## src/hdl/sacs_pkg.sv

```systemverilog
// Shared types, constants and codes of the stick average and channel scale block.
package sacs_pkg;

  localparam int RAW_BITS     = 12;
  localparam int CHAN_BITS    = 11;
  localparam int STICK_FIELDS = 5;
  localparam int FULL_SCALE   = (1 << RAW_BITS) - 1;

  localparam int WINDOW_LEN_DEF  = 8;
  localparam int SAMPLE_BITS_DEF = 12;
  localparam int NUM_STICKS_DEF  = 5;

  localparam int CFG_IDX_W  = 4;
  localparam int CFG_DATA_W = 12;

  localparam logic [CFG_IDX_W-1:0] CFG_ADC_MIN  = CFG_IDX_W'(0);
  localparam logic [CFG_IDX_W-1:0] CFG_ADC_MAX  = CFG_IDX_W'(1);
  localparam logic [CFG_IDX_W-1:0] CFG_CHAN_MIN = CFG_IDX_W'(2);
  localparam logic [CFG_IDX_W-1:0] CFG_CHAN_MAX = CFG_IDX_W'(3);

  localparam logic [RAW_BITS-1:0]  ADC_MIN_RST  = RAW_BITS'(0);
  localparam logic [RAW_BITS-1:0]  ADC_MAX_RST  = RAW_BITS'(4095);
  localparam logic [CHAN_BITS-1:0] CHAN_MIN_RST = CHAN_BITS'(172);
  localparam logic [CHAN_BITS-1:0] CHAN_MAX_RST = CHAN_BITS'(1811);

  typedef struct packed {
    logic [RAW_BITS-1:0] aileron_raw;
    logic [RAW_BITS-1:0] elevator_raw;
    logic [RAW_BITS-1:0] throttle_raw;
    logic [RAW_BITS-1:0] flap_raw;
    logic [RAW_BITS-1:0] rudder_raw;
    logic                switch_one;
    logic                switch_two;
  } in_item_t;

  typedef struct packed {
    logic [CHAN_BITS-1:0] aileron_chan;
    logic [CHAN_BITS-1:0] elevator_chan;
    logic [CHAN_BITS-1:0] throttle_chan;
    logic [CHAN_BITS-1:0] flap_chan;
    logic [CHAN_BITS-1:0] rudder_chan;
    logic [CHAN_BITS-1:0] aux_one_chan;
    logic [CHAN_BITS-1:0] aux_two_chan;
  } out_item_t;

  typedef struct packed {
    logic [RAW_BITS-1:0]  adc_min;
    logic [RAW_BITS-1:0]  adc_max;
    logic [CHAN_BITS-1:0] chan_min;
    logic [CHAN_BITS-1:0] chan_max;
  } cfg_t;

  typedef enum logic [3:0] {
    OP_NONE,
    OP_LOAD,
    OP_READ,
    OP_SUM,
    OP_AVG_MUL,
    OP_AVG_FIX,
    OP_ONE_MUL,
    OP_DIV_EST,
    OP_ONE_FIX,
    OP_TWO_MUL,
    OP_TWO_FIX,
    OP_FINISH
  } dp_op_t;

  typedef struct packed {
    logic last_stick;
    logic out_free;
  } dp_status_t;

  typedef enum logic [3:0] {
    ST_IDLE,
    ST_READ,
    ST_SUM,
    ST_AVG_MUL,
    ST_AVG_FIX,
    ST_ONE_MUL,
    ST_EST_ONE,
    ST_ONE_FIX,
    ST_TWO_MUL,
    ST_EST_TWO,
    ST_TWO_FIX,
    ST_DONE
  } ctrl_state_t;

endpackage

```

## src/hdl/stick_average_and_channel_scale_top.sv

```systemverilog
// Top level of the stick average and channel scale block.
// A request on the input channel is one converter scan: five stick samples and
// two switch levels, taken when in_valid is high and in_stall is low. Each stick
// sample enters its own window, the window sum is averaged, and the average goes
// through the converter range scaling and then the channel range scaling.
// One result request follows each scan on the output channel, taken when
// out_valid is high and out_stall is low. The four range registers are to be
// written through the cfg_ port, which is always ready, while the block is idle;
// the block itself does not enforce this. The single multiply and divide path
// serves each stick in turn for ten steps, and a new scan is accepted only
// after the last stick of the previous scan is finished. The output register
// holds a finished result while out_stall is high; the block then waits after
// its last stick and keeps in_stall high until the result register can take
// the new result.
// Synchronous reset clears the windows, the running sums, the slot pointer and
// the output valid, and loads the range registers with their defaults.
module stick_average_and_channel_scale_top #(
  parameter int WINDOW_LEN  = sacs_pkg::WINDOW_LEN_DEF,
  parameter int SAMPLE_BITS = sacs_pkg::SAMPLE_BITS_DEF,
  parameter int NUM_STICKS  = sacs_pkg::NUM_STICKS_DEF
) (
  input  logic                            clk,
  input  logic                            rst_n,
  input  logic                            in_valid,
  output logic                            in_stall,
  input  sacs_pkg::in_item_t              in_data,
  output logic                            out_valid,
  input  logic                            out_stall,
  output sacs_pkg::out_item_t             out_data,
  input  logic                            cfg_valid,
  output logic                            cfg_ready,
  input  logic [sacs_pkg::CFG_IDX_W-1:0]  cfg_index,
  input  logic [sacs_pkg::CFG_DATA_W-1:0] cfg_data
);
  import sacs_pkg::*;

  cfg_t       cfg_w;
  dp_op_t     op_w;
  dp_status_t status_w;

  sacs_cfg u_cfg (
    .clk       (clk),
    .rst_n     (rst_n),
    .cfg_valid (cfg_valid),
    .cfg_index (cfg_index),
    .cfg_data  (cfg_data),
    .cfg_ready (cfg_ready),
    .cfg       (cfg_w)
  );

  sacs_ctrl u_ctrl (
    .clk      (clk),
    .rst_n    (rst_n),
    .in_valid (in_valid),
    .in_stall (in_stall),
    .status   (status_w),
    .op       (op_w)
  );

  sacs_dp #(
    .WINDOW_LEN  (WINDOW_LEN),
    .SAMPLE_BITS (SAMPLE_BITS),
    .NUM_STICKS  (NUM_STICKS)
  ) u_dp (
    .clk       (clk),
    .rst_n     (rst_n),
    .op        (op_w),
    .in_data   (in_data),
    .cfg       (cfg_w),
    .out_stall (out_stall),
    .out_valid (out_valid),
    .out_data  (out_data),
    .status    (status_w)
  );

  a_busy_after_accept : assert property (@(posedge clk) disable iff (!rst_n)
    (in_valid && !in_stall) |=> in_stall)
    else $error("block did not go busy after accepting a scan");

  a_result_from_finish : assert property (@(posedge clk) disable iff (!rst_n)
    $rose(out_valid) |-> $past(op_w == OP_FINISH))
    else $error("result appeared without a finish step");

  a_idle_after_finish : assert property (@(posedge clk) disable iff (!rst_n)
    (op_w == OP_FINISH) |=> !in_stall)
    else $error("block not ready for a new scan after finishing");

endmodule

```

## src/hdl/sacs_cfg.sv

```systemverilog
// Configuration register file holding the two scaling ranges.
module sacs_cfg (
  input  logic                           clk,
  input  logic                           rst_n,
  input  logic                           cfg_valid,
  input  logic [sacs_pkg::CFG_IDX_W-1:0] cfg_index,
  input  logic [sacs_pkg::CFG_DATA_W-1:0] cfg_data,
  output logic                           cfg_ready,
  output sacs_pkg::cfg_t                 cfg
);
  import sacs_pkg::*;

  cfg_t cfg_r;
  cfg_t cfg_nxt;

  assign cfg_ready = 1'b1;
  assign cfg       = cfg_r;

  always_comb begin
    cfg_nxt = cfg_r;
    if (cfg_valid) begin
      case (cfg_index)
        CFG_ADC_MIN:  cfg_nxt.adc_min  = cfg_data[RAW_BITS-1:0];
        CFG_ADC_MAX:  cfg_nxt.adc_max  = cfg_data[RAW_BITS-1:0];
        CFG_CHAN_MIN: cfg_nxt.chan_min = cfg_data[CHAN_BITS-1:0];
        CFG_CHAN_MAX: cfg_nxt.chan_max = cfg_data[CHAN_BITS-1:0];
        default:      cfg_nxt = cfg_r;
      endcase
    end
  end

  always_ff @(posedge clk) begin
    if (!rst_n) begin
      cfg_r.adc_min  <= ADC_MIN_RST;
      cfg_r.adc_max  <= ADC_MAX_RST;
      cfg_r.chan_min <= CHAN_MIN_RST;
      cfg_r.chan_max <= CHAN_MAX_RST;
    end else begin
      cfg_r <= cfg_nxt;
    end
  end

endmodule

```

## src/hdl/sacs_ctrl.sv

```systemverilog
// Controller state machine that sequences each stick through the shared datapath.
module sacs_ctrl (
  input  logic                   clk,
  input  logic                   rst_n,
  input  logic                   in_valid,
  output logic                   in_stall,
  input  sacs_pkg::dp_status_t   status,
  output sacs_pkg::dp_op_t       op
);
  import sacs_pkg::*;

  ctrl_state_t state_r;
  ctrl_state_t state_nxt;

  always_ff @(posedge clk) begin
    if (!rst_n) begin
      state_r <= ST_IDLE;
    end else begin
      state_r <= state_nxt;
    end
  end

  always_comb begin
    state_nxt = state_r;
    op        = OP_NONE;
    in_stall  = 1'b1;
    case (state_r)
      ST_IDLE: begin
        in_stall = !rst_n;
        if (in_valid && rst_n) begin
          op        = OP_LOAD;
          state_nxt = ST_READ;
        end
      end
      ST_READ: begin
        op        = OP_READ;
        state_nxt = ST_SUM;
      end
      ST_SUM: begin
        op        = OP_SUM;
        state_nxt = ST_AVG_MUL;
      end
      ST_AVG_MUL: begin
        op        = OP_AVG_MUL;
        state_nxt = ST_AVG_FIX;
      end
      ST_AVG_FIX: begin
        op        = OP_AVG_FIX;
        state_nxt = ST_ONE_MUL;
      end
      ST_ONE_MUL: begin
        op        = OP_ONE_MUL;
        state_nxt = ST_EST_ONE;
      end
      ST_EST_ONE: begin
        op        = OP_DIV_EST;
        state_nxt = ST_ONE_FIX;
      end
      ST_ONE_FIX: begin
        op        = OP_ONE_FIX;
        state_nxt = ST_TWO_MUL;
      end
      ST_TWO_MUL: begin
        op        = OP_TWO_MUL;
        state_nxt = ST_EST_TWO;
      end
      ST_EST_TWO: begin
        op        = OP_DIV_EST;
        state_nxt = ST_TWO_FIX;
      end
      ST_TWO_FIX: begin
        op        = OP_TWO_FIX;
        state_nxt = status.last_stick ? ST_DONE : ST_READ;
      end
      ST_DONE: begin
        if (status.out_free) begin
          op        = OP_FINISH;
          state_nxt = ST_IDLE;
        end
      end
      default: begin
        state_nxt = ST_IDLE;
      end
    endcase
  end

endmodule

```

## src/hdl/sacs_dp.sv

```systemverilog
// Datapath with the sample windows, running sums, shared product register and output register.
module sacs_dp #(
  parameter int WINDOW_LEN  = sacs_pkg::WINDOW_LEN_DEF,
  parameter int SAMPLE_BITS = sacs_pkg::SAMPLE_BITS_DEF,
  parameter int NUM_STICKS  = sacs_pkg::NUM_STICKS_DEF
) (
  input  logic                  clk,
  input  logic                  rst_n,
  input  sacs_pkg::dp_op_t      op,
  input  sacs_pkg::in_item_t    in_data,
  input  sacs_pkg::cfg_t        cfg,
  input  logic                  out_stall,
  output logic                  out_valid,
  output sacs_pkg::out_item_t   out_data,
  output sacs_pkg::dp_status_t  status
);
  import sacs_pkg::*;

  localparam int SW     = (SAMPLE_BITS < RAW_BITS) ? SAMPLE_BITS : RAW_BITS;
  localparam int ACTIVE = (NUM_STICKS < STICK_FIELDS) ? NUM_STICKS : STICK_FIELDS;
  localparam int SUM_W  = SW + $clog2(WINDOW_LEN);
  localparam int PROD_W = (2 * SUM_W > 2 * RAW_BITS) ? 2 * SUM_W : 2 * RAW_BITS;
  localparam int SLOT_W = $clog2(WINDOW_LEN);
  localparam int STK_W  = (ACTIVE > 1) ? $clog2(ACTIVE) : 1;
  localparam int DEPTH  = ACTIVE * WINDOW_LEN;
  localparam int ADDR_W = $clog2(DEPTH);
  localparam int DW     = 2 * RAW_BITS + 2;
  localparam logic [SUM_W-1:0] RECIP = SUM_W'((2 ** SUM_W) / WINDOW_LEN);

  in_item_t             item_r;
  logic [SLOT_W-1:0]    slot_r;
  logic [STK_W-1:0]     stick_r;
  logic [SW-1:0]        mem [DEPTH];
  logic [DEPTH-1:0]     vld_r;
  logic [SW-1:0]        rd_r;
  logic                 rd_vld_r;
  logic [SUM_W-1:0]     sums_r [ACTIVE];
  logic [SUM_W-1:0]     acc_r;
  logic [PROD_W-1:0]    prod_r;
  logic [RAW_BITS:0]    qe_r;
  logic [SW-1:0]        avg_r;
  logic [RAW_BITS-1:0]  val_r;
  logic [CHAN_BITS-1:0] res_r [STICK_FIELDS];
  out_item_t            out_r;
  logic                 out_valid_r;

  logic [ADDR_W-1:0]          addr_w;
  logic [RAW_BITS-1:0]        raw_w;
  logic [SW-1:0]              samp_w;
  logic [SW-1:0]              old_w;
  logic [SUM_W-1:0]           sum_nxt;
  logic [2*SUM_W-1:0]         m_avg_w;
  logic [SUM_W-1:0]           qa_w;
  logic [SUM_W-1:0]           ra_w;
  logic [SUM_W-1:0]           avg_nxt;
  logic [RAW_BITS:0]          span1_w;
  logic                       neg1_w;
  logic [RAW_BITS-1:0]        mag1_w;
  logic [SW+RAW_BITS-1:0]     m_one_w;
  logic [CHAN_BITS-1:0]       span2_w;
  logic                       inv2_w;
  logic [RAW_BITS+CHAN_BITS-1:0] m_two_w;
  logic [2*RAW_BITS-1:0]      pd_w;
  logic [2*RAW_BITS:0]        qe_nxt;
  logic [DW-1:0]              rem_w;
  logic [RAW_BITS:0]          q_w;
  logic [RAW_BITS:0]          v1_w;
  logic [CHAN_BITS-1:0]       c2_w;
  out_item_t                  out_nxt;

  assign addr_w = ADDR_W'(stick_r) * ADDR_W'(WINDOW_LEN) + ADDR_W'(slot_r);

  always_comb begin
    case (int'(stick_r))
      0:       raw_w = item_r.aileron_raw;
      1:       raw_w = item_r.elevator_raw;
      2:       raw_w = item_r.throttle_raw;
      3:       raw_w = item_r.flap_raw;
      4:       raw_w = item_r.rudder_raw;
      default: raw_w = '0;
    endcase
  end

  assign samp_w  = raw_w[SW-1:0];
  assign old_w   = rd_vld_r ? rd_r : '0;
  assign sum_nxt = sums_r[stick_r] - SUM_W'(old_w) + SUM_W'(samp_w);

  // Division by the window length is a reciprocal multiply followed by one correction.
  assign m_avg_w = acc_r * RECIP;
  assign qa_w    = prod_r[2*SUM_W-1:SUM_W];
  assign ra_w    = acc_r - SUM_W'(qa_w * SUM_W'(WINDOW_LEN));
  assign avg_nxt = (ra_w >= SUM_W'(WINDOW_LEN)) ? qa_w + SUM_W'(1) : qa_w;

  assign span1_w = {1'b0, cfg.adc_max} - {1'b0, cfg.adc_min};
  assign neg1_w  = span1_w[RAW_BITS];
  assign mag1_w  = neg1_w ? RAW_BITS'(-span1_w) : span1_w[RAW_BITS-1:0];
  assign m_one_w = avg_r * mag1_w;

  assign span2_w = cfg.chan_max - cfg.chan_min;
  assign inv2_w  = cfg.chan_max < cfg.chan_min;
  assign m_two_w = val_r * span2_w;

  // Division by full scale: the estimate is low by at most one, fixed by a remainder check.
  assign pd_w   = prod_r[2*RAW_BITS-1:0];
  assign qe_nxt = {1'b0, pd_w} + (2*RAW_BITS+1)'(pd_w >> RAW_BITS);
  assign rem_w  = DW'(pd_w) + DW'(qe_r) - (DW'(qe_r) << RAW_BITS);
  assign q_w    = (rem_w >= DW'(FULL_SCALE)) ? qe_r + (RAW_BITS+1)'(1) : qe_r;

  assign v1_w = neg1_w ? {1'b0, cfg.adc_min} - q_w : {1'b0, cfg.adc_min} + q_w;
  assign c2_w = inv2_w ? cfg.chan_min : cfg.chan_min + q_w[CHAN_BITS-1:0];

  always_comb begin
    out_nxt.aileron_chan  = res_r[0];
    out_nxt.elevator_chan = (ACTIVE > 1) ? res_r[1] : '0;
    out_nxt.throttle_chan = (ACTIVE > 2) ? res_r[2] : '0;
    out_nxt.flap_chan     = (ACTIVE > 3) ? res_r[3] : '0;
    out_nxt.rudder_chan   = (ACTIVE > 4) ? res_r[4] : '0;
    out_nxt.aux_one_chan  = item_r.switch_one ? cfg.chan_max : cfg.chan_min;
    out_nxt.aux_two_chan  = item_r.switch_two ? cfg.chan_max : cfg.chan_min;
  end

  assign status.last_stick = (int'(stick_r) == ACTIVE - 1);
  assign status.out_free   = !out_valid_r || !out_stall;
  assign out_valid         = out_valid_r;
  assign out_data          = out_r;

  always_ff @(posedge clk) begin
    if (op == OP_SUM) begin
      mem[addr_w] <= samp_w;
    end
    if (op == OP_READ) begin
      rd_r <= mem[addr_w];
    end
  end

  always_ff @(posedge clk) begin
    if (!rst_n) begin
      vld_r    <= '0;
      rd_vld_r <= 1'b0;
      slot_r   <= '0;
      stick_r  <= '0;
      for (int i = 0; i < ACTIVE; i++) begin
        sums_r[i] <= '0;
      end
      out_valid_r <= 1'b0;
    end else begin
      if (op == OP_READ) begin
        rd_vld_r <= vld_r[addr_w];
      end
      if (op == OP_SUM) begin
        vld_r[addr_w]   <= 1'b1;
        sums_r[stick_r] <= sum_nxt;
      end
      if (op == OP_LOAD) begin
        stick_r <= '0;
      end else if (op == OP_TWO_FIX) begin
        stick_r <= status.last_stick ? '0 : stick_r + STK_W'(1);
      end
      if (op == OP_FINISH) begin
        slot_r      <= (int'(slot_r) == WINDOW_LEN - 1) ? '0 : slot_r + SLOT_W'(1);
        out_valid_r <= 1'b1;
      end else if (!out_stall) begin
        out_valid_r <= 1'b0;
      end
    end
  end

  always_ff @(posedge clk) begin
    case (op)
      OP_LOAD:    item_r <= in_data;
      OP_SUM:     acc_r <= sum_nxt;
      OP_AVG_MUL: prod_r <= PROD_W'(m_avg_w);
      OP_AVG_FIX: avg_r <= avg_nxt[SW-1:0];
      OP_ONE_MUL: prod_r <= PROD_W'(m_one_w);
      OP_DIV_EST: qe_r <= qe_nxt[2*RAW_BITS:RAW_BITS];
      OP_ONE_FIX: val_r <= v1_w[RAW_BITS-1:0];
      OP_TWO_MUL: prod_r <= PROD_W'(m_two_w);
      OP_TWO_FIX: res_r[stick_r] <= c2_w;
      OP_FINISH:  out_r <= out_nxt;
      default:    ;
    endcase
  end

endmodule

```

## config.mk

```make
export PLATFORM = sky130hd
export DESIGN_NAME = stick_average_and_channel_scale_top
export DESIGN_NICKNAME = d
export VERILOG_FILES = /design/src/hdl/sacs_pkg.sv /design/src/hdl/stick_average_and_channel_scale_top.sv /design/src/hdl/sacs_cfg.sv /design/src/hdl/sacs_ctrl.sv /design/src/hdl/sacs_dp.sv
export SDC_FILE = /design/constraint.sdc
export NUM_CORES = 2
export LEC_CHECK = 0
export BUFFER_PORTS_ARGS = -buffer_cell sky130_fd_sc_hd__buf_2
export CORE_MARGIN = 4
export CORE_UTILIZATION = 50
export DETAILED_ROUTE_END_ITERATION = 6
export GPL_ROUTABILITY_DRIVEN = 0
export PLACE_DENSITY = 0.8
export SETUP_SLACK_MARGIN = 0.1
export SYNTH_ARGS = -nofsm -noshare
export SYNTH_HDL_FRONTEND = slang
export SYNTH_SLANG_ARGS = --single-unit
```

## constraint.sdc

```tcl
create_clock -name clk -period 8.6 [get_ports clk]
set_input_delay 1.72 -clock clk [delete_from_list [all_inputs] [get_ports clk]]
set_output_delay 1.72 -clock clk [all_outputs]
set_load 0.005 [all_outputs]
```

==> run metrics <==
sequential share of the synthesized area a little under three fifths; crit path kind reg2reg; clock sinks roughly 1000; Slew Limit Headroom 8.23%; Sw Share between 30% and 40%; H-Tree Depth 3; layout net count between 4000 and 5000; # rows between 100 and 150; Fmax 0.121 GHz; clock root cell clkbuf_16; initial antenna violation count 2; Worst VDD drop about 340 uV; Crit path max-delay family adder cells; Die Height 329 um; Worst Clk Skew roughly 0.04 ns; MaxCap Viol Count 0; drc violations 0; Async SR Flop Fraction 0%; Setup crit start u_cfg.cfg[22]$_SDFFE_PN1P_; area growth from synthesis to layout 12.7%; final antenna-violating net count 0; Final period util between 90% and 100%; initial drt markers 4295; syn_area_per_cell between 10 and 15 um^2; CP Max Fanout 9; EDFF count, synth a little under 900; maximum clock path buffer count 3; #FFs+latches synth 986; Vias 34300; setup_tns 0 ns; Hold Startpoint u_dp.res_r[1][10]$_DFFE_PP_; Die X ~330 um; count of final max-slew check failures 0; GRT Overall Usage between 20% and 30%; first-pass GRT wire length 202000 um; Post-synth top flop edfxtp_1; worst-skew pair later-pin latency 0.70 ns; critical path arrival roughly 8.7 ns; Cell Int Power 9.41 mW; commonest cells after routing, fill and taps aside edfxtp_1, inv_1, nand2_1, ha_1, a22oi_1; clock-pin slew on the worst setup and hold paths around 0.060 ns; Synth top area share roughly half; port bufs 161; final hold vios 0; share of cells above drive strength 1 13.2%; Final min period 8.27 ns; sw power ~4.2 mW; master of the slowest instance on the critical path fa_1; DR pass1 iterations 5; largest net degree at the start of global routing between 80 and 90; final global-route overflow total 0; WL final 133000 um; DP Area between 50000 and 60000 um^2; leading area contributor after synthesis edfxtp_1; Starting Density 50.5%; final instance area between 50000 and 60000 um^2; worst path buffer plus inverter count 8; CP startpoint kind flip-flop; status finished clean; most area-consuming cells after synthesis edfxtp_1, fa_1, ha_1; CTS buffer count 99; Fill cells ~7900; commonest non-fill, non-tap cell in the layout edfxtp_1; Worst Path Required 9.01 ns; Die ar. 108000 um^2; Crit path largest cell delay about 0.57 ns; post-DP HPWL roughly 89000 um; hold bufs inserted after CTS 0; Synth Instances between 4000 and 5000; Comb pwr share about 29%; reg2reg start u_cfg.cfg[22]$_SDFFE_PN1P_; TritonCTS clock tree built; PwrDens roughly 230 nW/um^2; vias in the first global route approximately 35000; CP Capture Type flip-flop; Worst Max-Slew Pin Slew roughly 1.4 ns; Netlist Area Pre-Place 51500 um^2; Final Setup Violations 0; via/cell ratio 5.93; worst min path class reg2reg; Ys Warns 0; RSZ-0062 raised after global routing yes; leakage approximately 22 nW; num ports about 160; synthesized net count approximately 4700; routed length per instance between 20 and 25 um; Yosys cell types 82; Clk pwr share between 30% and 40%; CORE AREA ~100000 um^2; sequential share of power approximately two fifths
layer usage:
metal  global-route usage, %  routed length [um]  vias up
met1                    31.5               51000    17000
met4                    8.55                4730        0
li1                        -                   -    15300
met3                    4.87               12100      278
met2                    40.8               65000     1747
met5                       0                   0        -
registers in the layout, indices dropped and copies added, names as in the netlist, named ones only:
name	count
u_dp.mem	480
u_dp.sums_r	120
u_dp.item_r	62
out_data	55
u_dp.res_r	55
u_cfg.cfg	46
u_dp.vld_r	40
u_dp.prod_r	27
u_dp.out_data	22
u_dp.acc_r	15
u_dp.qe_r	13
u_dp.avg_r	12
u_dp.rd_r	12
u_dp.val_r	12
u_ctrl.state_r	4
u_dp.slot_r	3
u_dp.stick_r	3
u_dp.out_valid	1
u_dp.rd_vld_r	1
power by group through the flow:
stage | combinational, mW | clock [mW] | sequential, mW
after floorplan | 2.49 | 0 | 5.43
after global placement | 3.39 | 0 | 5.45
after detailed placement | 3.48 | 0 | 5.45
after CTS | 3.57 | 4.42 | 5.35
after global routing | 4.33 | 4.64 | 5.35
final | 3.91 | 4.38 | 5.35
layout make-up:
cell class	instances	area [um^2]	area share (%)
antenna	1	2.50	0.00431
clock buffer	120	2630	4.53
clock inverter	66	713	1.23
inverter	445	1670	2.88
multi-input combinational	2500	20900	35.9
sequential	986	28600	49.3
tap	1368	1710	2.95
timing repair buffer	301	1880	3.23
synthesized netlist by cell type (26+ instances only):
cell      number
a21boi_0      31
a21o_1        30
a21oi_1       90
a221oi_1      34
a22o_1        36
a22oi_1      219
and2_1        79
and3_1        26
clkbuf_1     171
dfxtp_1      101
edfxtp_1     885
fa_1         207
ha_1         262
inv_1        443
mux2i_1       46
mux4_2        30
nand2_1      339
nand2b_1      46
nand3_1       63
nand4_1       48
nor2_1       210
nor2b_1       69
nor3_1        39
o21a_1        57
o21ai_0      122
xnor2_1      108
xor2_1        32
cell families (layout without fill, tap and decap cells):
kind of cell,count (synthesis),in the layout,synth area share [%]
flops,986,986,55.5
mux,89,89,2.49
xor+xnor,141,141,2.42
simple gates,996,996,9.35
other cells,1,2,0.00728
compound gates,804,804,11.2
buf+inv,633,932,4.63
fa+ha+maj,469,469,14.4
metrics by stage:
stage | power (mW) | util, % | hold WS (ns) | std cells | setup slack [ns]
after CTS | 13.3 | 56.5 | 0.417 | 5766 | 0.100
after global routing | 14.3 | 56.9 | 0.416 | 5786 | -0.00899
final | 13.6 | 56.9 | 0.400 | 5787 | 0.329
after global placement | 8.83 | 53.2 | 0.400 | 5579 | 0.0407
after detailed placement | 8.93 | 53.2 | 0.405 | 5579 | -0.193
after floorplan | 7.92 | - | 0.400 | 4119 | 0.184
worst paths after layout:
kind	endpoint	slack, ns	cells after the start
max reg2reg	u_dp.prod_r[23]$_DFFE_PP_	0.33	39
min reg2reg	out_data[65]$_DFFE_PP_	0.40	0
min	out_data[65]$_DFFE_PP_	0.40	0
max	u_dp.prod_r[23]$_DFFE_PP_	0.33	39
what timing repair did:
action / in CTS / in global routing
resized for setup: 11 / 58
cloned: 0 / 3
pin swaps: 3 / 23
endpoints found under the setup margin: 6 / 10
hold endpoints to repair: 0 / 0
setup buffers: 1 / 17
Power figures use the tool's default switching activity.
